File: src/hw/rtl/tebt_pkg.sv
// Shared types and constants for the tiered energy budget tracker.
package tebt_pkg;

   typedef enum logic [2:0] {
      CMD_TICK    = 3'd0,
      CMD_CHANGE  = 3'd1,
      CMD_BOOK1   = 3'd2,
      CMD_BOOK2   = 3'd3,
      CMD_CHECK1  = 3'd4,
      CMD_CHECK2  = 3'd5,
      CMD_NOP6    = 3'd6,
      CMD_NOP7    = 3'd7
   } cmd_type;

   localparam logic [2:0] REG_T0_POWER = 3'd0;
   localparam logic [2:0] REG_T1_POWER = 3'd1;
   localparam logic [2:0] REG_T2_POWER = 3'd2;
   localparam logic [2:0] REG_USABLE   = 3'd3;
   localparam logic [2:0] REG_T1_LIMIT = 3'd4;
   localparam logic [2:0] REG_T2_LIMIT = 3'd5;
   localparam logic [2:0] REG_TARGET   = 3'd6;

   localparam int ENERGY_BITS = 40;
   localparam int OUT_TIME_BITS = 32;
   localparam int CSR_BITS = 40;
   // Energy accumulator width; saturates at all ones, which lies above any budget.
   localparam int ACC_BITS = 64;
   localparam int SECONDS_PER_HOUR = 3600;
   localparam int TIER2_PROBE_S = 600;

endpackage

File: src/hw/rtl/tiered_energy_budget_tracker_top.sv
// Tiered energy budget tracker: state update plus a sequenced multiply/divide status unit.
//
// One command is taken when req_tvalid and req_tready are high; the block then drops
// req_tready and runs a small sequencer around one shared (max(TIME_BITS, 32) + 1) x
// POWER_BITS multiplier (a register after each product), one shared saturating adder
// and a one-bit-per-cycle restoring divider for remaining time. Before the status is
// loaded into the output register, the command passes one update step, nine
// multiply/compare steps, one step per quotient bit and the output step. req_tready
// returns when the status is loaded, so no new command is taken before the last one
// is through. A status that still waits for its rsp_ transfer holds the following
// command in its output step until the output register is free. Energy values
// saturate at 2^64-1; time counters saturate at TIME_BITS ones.
module tiered_energy_budget_tracker_top #(
   parameter int TIME_BITS  = 32,
   parameter int POWER_BITS = 16
) (
   input  logic        clock,
   input  logic        reset,
   input  logic        req_tvalid,
   output logic        req_tready,
   // tdata bits from low: cmd[2:0], src_tier[4:3], to_tier[6:5], duration_s[38:7]
   input  logic [39:0] req_tdata,
   output logic        rsp_tvalid,
   input  logic        rsp_tready,
   // tdata bits from low: remaining_energy_mws[39:0], remaining_time_s[71:40],
   // tier0_used_s[103:72], tier1_used_s[135:104], tier2_used_s[167:136],
   // afford1_ok[168], afford2_ok[169], cur_draw_mw[185:170], check_ok[186]
   output logic [191:0] rsp_tdata,
   input  logic        csr_we,
   input  logic [2:0]  csr_index,
   input  logic [tebt_pkg::CSR_BITS-1:0] csr_wdata
);

   localparam int EB  = tebt_pkg::ENERGY_BITS;
   localparam int AB  = tebt_pkg::ACC_BITS;
   localparam int WT  = (TIME_BITS > 32) ? TIME_BITS : 32; // time compare width
   localparam int WT1 = WT + 1;
   localparam int MB  = WT + 1; // multiplier time operand
   localparam int PB  = MB + POWER_BITS;
   localparam int CB  = $clog2(EB + 1);
   localparam int EW  = (TIME_BITS + 3 > 33) ? TIME_BITS + 3 : 33;
   localparam logic [TIME_BITS-1:0] TMAX = {TIME_BITS{1'b1}};

   typedef enum logic [3:0] {
      S_IDLE, S_UPDATE, S_M_SESS, S_M_T0, S_M_T1, S_M_T2, S_M_TGT,
      S_M_P1, S_M_P2, S_M_DUR, S_CMP, S_DIV, S_OUT
   } state_type;

   state_type state_ff;

   // configuration
   logic [POWER_BITS-1:0] pwr_ff [3];
   logic [EB-1:0]         usable_ff;
   logic [31:0]           lim1_ff, lim2_ff, target_ff;

   // tracker state
   logic [TIME_BITS-1:0] total_ff [3];
   logic [TIME_BITS-1:0] sess_ff;
   logic [1:0]           tier_ff;

   // command
   logic [2:0]   cmd_ff;
   logic [1:0]   from_ff, to_ff;
   logic [31:0]  dur_ff;

   // datapath
   logic [AB-1:0] prod_ff, cons_ff, floor_ff, need1_ff, need2_ff, needd_ff;
   logic [AB-1:0] prod_in;
   logic [MB-1:0] mop_a;
   logic [POWER_BITS-1:0] mop_b;
   logic [PB-1:0] mul_full;
   logic [AB-1:0] acc_a, acc_b, acc_sum;
   logic [AB:0]   acc_wide;
   logic [EB-1:0] rem_ff, quo_ff;
   logic [POWER_BITS-1:0] prem_ff;
   logic [CB-1:0] cnt_ff;
   logic [TIME_BITS+2:0] elapsed;
   logic [EW-1:0] elapsed_w, target_w;
   logic [MB-1:0] tleft;
   logic          can1_ff, can2_ff;
   logic [POWER_BITS-1:0] draw;
   logic [POWER_BITS:0]   trial;
   logic [POWER_BITS+1:0] sub;
   logic [191:0] out_ff;
   logic          rvalid_ff;

   function automatic logic [TIME_BITS-1:0] tadd(input logic [TIME_BITS-1:0] a,
                                                 input logic [WT-1:0] b);
      logic [WT:0] s;
      s = {1'b0, WT'(a)} + {1'b0, b};
      return (s > WT1'(TMAX)) ? TMAX : s[TIME_BITS-1:0];
   endfunction

   function automatic logic [31:0] clamp32(input logic [TIME_BITS:0] v);
      logic [WT:0] x;
      x = WT1'(v);
      return (x > WT1'(32'hFFFF_FFFF)) ? 32'hFFFF_FFFF : x[31:0];
   endfunction

   // remaining energy is rebuilt from consumption since rem_ff was shifted out
   function automatic logic [191:0] build_out();
      logic [191:0] o;
      logic [EB-1:0] remv;
      logic [31:0]   rt;
      logic [TIME_BITS:0] u0, u1, u2;
      logic ok;
      remv = (AB'(usable_ff) > cons_ff) ? usable_ff - cons_ff[EB-1:0] : '0;
      rt = (draw == '0 || quo_ff > EB'(32'hFFFF_FFFF)) ? 32'hFFFF_FFFF : quo_ff[31:0];
      u0 = {1'b0, total_ff[0]} + ((tier_ff == 2'd0) ? {1'b0, sess_ff} : '0);
      u1 = {1'b0, total_ff[1]} + ((tier_ff == 2'd1) ? {1'b0, sess_ff} : '0);
      u2 = {1'b0, total_ff[2]} + ((tier_ff == 2'd2) ? {1'b0, sess_ff} : '0);
      ok = 1'b0;
      if (cmd_ff == tebt_pkg::CMD_CHECK1)
         ok = (dur_ff <= lim1_ff) && (needd_ff <= AB'(usable_ff));
      else if (cmd_ff == tebt_pkg::CMD_CHECK2)
         ok = (dur_ff <= lim2_ff) && (needd_ff <= AB'(usable_ff));
      o = '0;
      o[39:0]    = remv;
      o[71:40]   = rt;
      o[103:72]  = clamp32(u0);
      o[135:104] = clamp32(u1);
      o[167:136] = clamp32(u2);
      o[168]     = can1_ff;
      o[169]     = can2_ff;
      o[185:170] = 16'(draw);
      o[186]     = ok;
      return o;
   endfunction

   assign draw = pwr_ff[tier_ff];

   // elapsed time and remaining target time
   assign elapsed = {3'b0, sess_ff} + {3'b0, total_ff[0]} + {3'b0, total_ff[1]}
                    + {3'b0, total_ff[2]};
   assign elapsed_w = EW'(elapsed);
   assign target_w  = EW'(target_ff);
   assign tleft = (elapsed_w >= target_w) ? '0 : MB'(target_w - elapsed_w);

   // shared multiplier operand select
   always_comb begin
      mop_a = '0;
      mop_b = '0;
      unique case (state_ff)
         S_M_SESS: begin mop_a = MB'(sess_ff);     mop_b = draw;      end
         S_M_T0:   begin mop_a = MB'(total_ff[0]); mop_b = pwr_ff[0]; end
         S_M_T1:   begin mop_a = MB'(total_ff[1]); mop_b = pwr_ff[1]; end
         S_M_T2:   begin mop_a = MB'(total_ff[2]); mop_b = pwr_ff[2]; end
         S_M_TGT:  begin mop_a = tleft;            mop_b = pwr_ff[0]; end
         S_M_P1:   begin mop_a = MB'(tebt_pkg::SECONDS_PER_HOUR); mop_b = pwr_ff[1]; end
         S_M_P2:   begin mop_a = MB'(tebt_pkg::TIER2_PROBE_S);    mop_b = pwr_ff[2]; end
         S_M_DUR:  begin
            mop_a = MB'(dur_ff);
            mop_b = (cmd_ff == tebt_pkg::CMD_CHECK2) ? pwr_ff[2] : pwr_ff[1];
         end
         default: ;
      endcase
   end
   assign mul_full = mop_a * mop_b;
   assign prod_in  = AB'(mul_full);

   // shared saturating adder: previous product onto consumption or onto the floor
   always_comb begin
      acc_a = (state_ff == S_M_P2 || state_ff == S_M_DUR || state_ff == S_CMP)
              ? floor_ff : cons_ff;
      acc_b = prod_ff;
      acc_wide = {1'b0, acc_a} + {1'b0, acc_b};
      acc_sum = acc_wide[AB] ? {AB{1'b1}} : acc_wide[AB-1:0];
   end

   assign trial = {prem_ff, rem_ff[EB-1]};
   assign sub   = {1'b0, trial} - {2'b0, draw};

   always_ff @(posedge clock) begin
      if (reset) begin
         state_ff  <= S_IDLE;
         rvalid_ff <= 1'b0;
         pwr_ff[0] <= POWER_BITS'(100);
         pwr_ff[1] <= POWER_BITS'(500);
         pwr_ff[2] <= POWER_BITS'(2000);
         usable_ff <= EB'(35964000);
         lim1_ff   <= 32'd14400;
         lim2_ff   <= 32'd1800;
         target_ff <= 32'd86400;
         total_ff[0] <= '0;
         total_ff[1] <= '0;
         total_ff[2] <= '0;
         sess_ff   <= '0;
         tier_ff   <= 2'd0;
      end else begin
         if (csr_we) begin
            unique case (csr_index)
               tebt_pkg::REG_T0_POWER: pwr_ff[0] <= csr_wdata[POWER_BITS-1:0];
               tebt_pkg::REG_T1_POWER: pwr_ff[1] <= csr_wdata[POWER_BITS-1:0];
               tebt_pkg::REG_T2_POWER: pwr_ff[2] <= csr_wdata[POWER_BITS-1:0];
               tebt_pkg::REG_USABLE:   usable_ff <= csr_wdata[EB-1:0];
               tebt_pkg::REG_T1_LIMIT: lim1_ff   <= csr_wdata[31:0];
               tebt_pkg::REG_T2_LIMIT: lim2_ff   <= csr_wdata[31:0];
               tebt_pkg::REG_TARGET:   target_ff <= csr_wdata[31:0];
               default: ;
            endcase
         end
         if (rvalid_ff && rsp_tready) rvalid_ff <= 1'b0;
         unique case (state_ff)
            S_IDLE: if (req_tvalid) begin
               cmd_ff  <= req_tdata[2:0];
               from_ff <= req_tdata[4:3];
               to_ff   <= req_tdata[6:5];
               dur_ff  <= req_tdata[38:7];
               state_ff <= S_UPDATE;
            end
            S_UPDATE: begin
               case (cmd_ff)
                  tebt_pkg::CMD_TICK: sess_ff <= tadd(sess_ff, WT'(1));
                  tebt_pkg::CMD_CHANGE: begin
                     if (from_ff != 2'd3)
                        total_ff[from_ff] <= tadd(total_ff[from_ff], WT'(sess_ff));
                     sess_ff <= '0;
                     tier_ff <= (to_ff == 2'd3) ? 2'd2 : to_ff;
                  end
                  tebt_pkg::CMD_BOOK1:
                     total_ff[1] <= tadd(total_ff[1], WT'(dur_ff));
                  tebt_pkg::CMD_BOOK2:
                     total_ff[2] <= tadd(total_ff[2], WT'(dur_ff));
                  default: ;
               endcase
               cons_ff  <= '0;
               state_ff <= S_M_SESS;
            end
            S_M_SESS: begin prod_ff <= prod_in; state_ff <= S_M_T0; end
            S_M_T0: begin cons_ff <= acc_sum; prod_ff <= prod_in; state_ff <= S_M_T1; end
            S_M_T1: begin cons_ff <= acc_sum; prod_ff <= prod_in; state_ff <= S_M_T2; end
            S_M_T2: begin cons_ff <= acc_sum; prod_ff <= prod_in; state_ff <= S_M_TGT; end
            S_M_TGT: begin
               cons_ff  <= acc_sum;   // all consumed energy
               prod_ff  <= prod_in;
               state_ff <= S_M_P1;
            end
            S_M_P1: begin
               floor_ff <= acc_sum;   // consumed + tier0 floor
               prod_ff  <= prod_in;
               state_ff <= S_M_P2;
            end
            S_M_P2: begin
               need1_ff <= acc_sum;
               prod_ff  <= prod_in;
               state_ff <= S_M_DUR;
            end
            S_M_DUR: begin
               need2_ff <= acc_sum;
               prod_ff  <= prod_in;
               state_ff <= S_CMP;
            end
            S_CMP: begin
               needd_ff <= acc_sum;
               can1_ff <= (need1_ff <= AB'(usable_ff))
                          && (WT'(total_ff[1]) < WT'(lim1_ff));
               can2_ff <= (need2_ff <= AB'(usable_ff))
                          && (WT'(total_ff[2]) < WT'(lim2_ff));
               rem_ff  <= (AB'(usable_ff) > cons_ff) ? usable_ff - cons_ff[EB-1:0] : '0;
               prem_ff <= '0;
               quo_ff  <= '0;
               cnt_ff  <= CB'(EB);
               state_ff <= S_DIV;
            end
            S_DIV: begin
               // restoring division, one quotient bit per cycle; rem_ff shifts out dividend
               if (!sub[POWER_BITS+1]) begin
                  prem_ff <= sub[POWER_BITS-1:0];
                  quo_ff  <= {quo_ff[EB-2:0], 1'b1};
               end else begin
                  prem_ff <= trial[POWER_BITS-1:0];
                  quo_ff  <= {quo_ff[EB-2:0], 1'b0};
               end
               rem_ff <= {rem_ff[EB-2:0], 1'b0};
               cnt_ff <= cnt_ff - 1'b1;
               if (cnt_ff == CB'(1)) state_ff <= S_OUT;
            end
            S_OUT: if (!rvalid_ff) begin
               out_ff    <= build_out();
               rvalid_ff <= 1'b1;
               state_ff  <= S_IDLE;
            end
            default: state_ff <= S_IDLE;
         endcase
      end
   end

   assign req_tready = (state_ff == S_IDLE);
   assign rsp_tvalid = rvalid_ff;
   assign rsp_tdata  = out_ff;

endmodule
File: config.mk
export PLATFORM = sky130hd
export DESIGN_NAME = tiered_energy_budget_tracker_top
export DESIGN_NICKNAME = d
export VERILOG_FILES = /design/src/hw/rtl/tebt_pkg.sv /design/src/hw/rtl/tiered_energy_budget_tracker_top.sv
export SDC_FILE = /design/constraint.sdc
export NUM_CORES = 2
export LEC_CHECK = 0
export BUFFER_PORTS_ARGS = -buffer_cell sky130_fd_sc_hd__buf_4
export CELL_PAD_IN_SITES_DETAIL_PLACEMENT = 0
export CELL_PAD_IN_SITES_GLOBAL_PLACEMENT = 1
export CORE_ASPECT_RATIO = 1.2
export CORE_MARGIN = 2
export CORE_UTILIZATION = 35
export CTS_CLUSTER_DIAMETER = 60
export CTS_CLUSTER_SIZE = 12
export DETAILED_ROUTE_END_ITERATION = 10
export PLACE_DENSITY = 0.64
export SETUP_SLACK_MARGIN = 0.3
export SLEW_MARGIN = 10
export SYNTH_ARGS = -nofsm -noshare
export SYNTH_HDL_FRONTEND = slang
export SYNTH_SLANG_ARGS = --single-unit
export TNS_END_PERCENT = 50
File: constraint.sdc
create_clock -name clock -period 47.7 [get_ports clock]
set_clock_uncertainty 0.1 [all_clocks]
set_input_delay 2.385 -clock clock [delete_from_list [all_inputs] [get_ports clock]]
set_output_delay 2.385 -clock clock [all_outputs]
set_load 0.02 [all_outputs]
==> results.txt <==
Worst Setup Start Kind: flip-flop
IO Count: 282
Max-slew headroom: 14.9%
Pleak: 40.3 nW
Post-Place Worst Slack: 31,800 ps
asr flop ratio synth: 0%
share of post-route cells with drive strength above 1: 8.76%
Nets: 10,400
FF+latch count, synth: 1,054
Layout fillers: 24,100
PwrDens: 26.2 nW/um^2
DRC Markers: 0
Worst VDD drop: 0.0289 mV
critical path type: flip-flop to flip-flop
Final Hold Viols: 0
CTS root buf: clkbuf_16
Die Y-Extent: 546 um
max cap viols: 0
number of CTS-inserted buffers: 118
Gate Count Post-Synth: 8,895
top_reg_cell synth: edfxtp_1
CTS clock-pin slew for the worst setup and hold paths: 70 ps
Max Freq: 0.0618 GHz
antenna violations before repair: 36
syn avg cell area: 9.62 um^2
Final WS setup: 31,530 ps
global-route wire length before repair: 451,000 um
CTS Buffer Depth: 3
antenna-violating nets left: 0
Hold Crit Class: flip-flop to flip-flop
GPL Wtd Cong: 0.952
largest net degree at the start of global routing: 85
Port Buf Inserts: 275
PostCTS Resize Cnt: 0
period utilization: 33.9%
first-pass detailed-route iteration total: 6
CTS hold repair buffers: 0
core area: 243,000 um^2
Final min period: 16,170 ps
unique cell type count in the Yosys netlist: 98
status: completed
global-route usage over all layers: 24.4%
max-slew violations: 0
DRT iter0 DRCs: 6,532
Starting Density: 35.2%
hold_ws: 320 ps
# rows: 198
area grow syn2layout: 11.4%
RSZ-0062 raised after global routing: false
final WL: 308,000 um
CP delay by family, top: compound AO/OA/AOI/OAI gates
vias in the first global route: 67,300
via count: 68,500
CP arrival: 16,600 ps
Buf+Inv Stages, Crit Path: 7
Final Power: 2.50 mW
CP max FO: 20
Synth Warn #: 0
sequential fraction of the synthesis area: 34.9%
Slew @ Worst Pin: 1260 ps
TritonCTS clock tree: yes
Largest stage delay, worst path: 860 ps
via-per-instance ratio: 5.53
Final Setup Violations: 0
most common cell after layout, fill and taps aside: nand2_1
clock latency on the worst-skew pair: 820 ps
Critical-path top delay cell: a2111oi_0
gr ovfl total: 0
most used cell, CP: fa_1
Critical Path Sink Type: flip-flop
Die ar.: 248,000 um^2
commonest cells after routing, fill and taps aside: 1,133 x nand2_1, 975 x inv_1, 875 x edfxtp_1, 765 x ha_1, 662 x a21oi_1
Post-CTS Setup Bufs: 0
EDFF count, synth: 875
final core occ: 39.3%
DP HPWL: 242,000 um
Critical Path RT: 48,120 ps
H-Tree Depth: 3
clock sink count: 1,054
Sum Neg Setup Slack: 0 ps
wire per inst: 24.8 um
synthesized area: 85,600 um^2
die width: 455 um
-- layout make-up --
cell class / instances / area, um^2 / share of cell area (%)
clock inverters: 49 / 638 / 0.670
multi-input cells: 6522 / 50900 / 53.4
inverters: 976 / 3660 / 3.84
clock buffers: 163 / 3140 / 3.30
flip-flops and latches: 1054 / 29900 / 31.3
repair buffers: 414 / 3110 / 3.26
diodes: 12 / 30.0 / 0.0315
well taps: 3200 / 4000 / 4.20
-- logic make-up after synthesis --
kind of cell,Yosys count,synth area share (%)
compound gates,2051,15.7
xor+xnor,361,3.70
fa+ha+maj,1271,23.0
buf+inv,1355,6.10
flops,1054,34.9
mux,133,2.11
other cells,1,0.00438
simple gates,2669,14.5
-- sequential cells by signal, summed over array words and instances (netlist names), 48 cells and up, named ones only --
signal and flops:
rsp_tdata 187, total_ff 128, cons_ff 64, floor_ff 64, need1_ff 64, need2_ff 64, needd_ff 64, acc_b 49
pwr_ff 48
-- final timing paths --
kind | start | endpoint | slack, ps | cells after the start
worst max register to register | sess_ff[1]$_SDFFE_PP0P_ | acc_b[48]$_DFFE_PP_ | 31530 | 48
worst max-delay path | sess_ff[1]$_SDFFE_PP0P_ | acc_b[48]$_DFFE_PP_ | 31530 | 48
worst min register to register | can2_ff$_DFFE_PP_ | rsp_tdata[169]$_DFFE_PP_ | 320 | 0
worst min-delay path | can2_ff$_DFFE_PP_ | rsp_tdata[169]$_DFFE_PP_ | 320 | 0
-- routing by layer --
metal / up-vias / GRT usage (%) / part of all wire, %
met5: - / 0 / 0.0088
li1: 31600 / - / -
met1: 34100 / 33.7 / 44
met2: 2396 / 37.9 / 44
met4: 4 / 8.10 / 3.6
met3: 453 / 4.87 / 7.6
-- stage by stage --
stage,std cells,cell area (um^2)
finish,12400,95300
global placement,12200,91500
detailed placement,12200,91500
CTS,12400,95300
floorplan,8931,85700
global route,12400,95300
-- cell usage after synthesis (all sizes together) (27+ instances only) --
cell type	n	area [um^2]
a21oi	662	3310
fa	506	10100
xnor2	203	1780
and3	63	394
mux2i	44	440
nor2	508	1910
o21ai	352	1770
o22ai	32	200
or3	51	319
nor3	117	586
ha	765	9570
and2	237	1480
nand3	155	776
a31oi	57	372
dfxtp	179	3580
mux2	57	642
xor2	158	1390
nor4	50	325
o21a	67	503
clkbuf	298	1120
inv	976	3660
a211o	27	236
mux4	32	721
nand2b	75	469
a22oi	44	330
nor2b	74	463
o211ai	60	455
edfxtp	875	26300
nand4	113	707
buf	81	439
o21bai	61	458
nand2	1138	4270
o31ai	90	823
a211oi	71	533
a21o	253	1900
-- where the power goes --
| group | internal, mW | switching [mW] |
|---|---|---|
| Sequential | 1.03 | 0.0306 |
| Clock | 0.509 | 0.412 |
| Combinational | 0.175 | 0.345 |
| Total | 1.71 | 0.788 |
No activity file was read; power rests on OpenSTA's default activity.
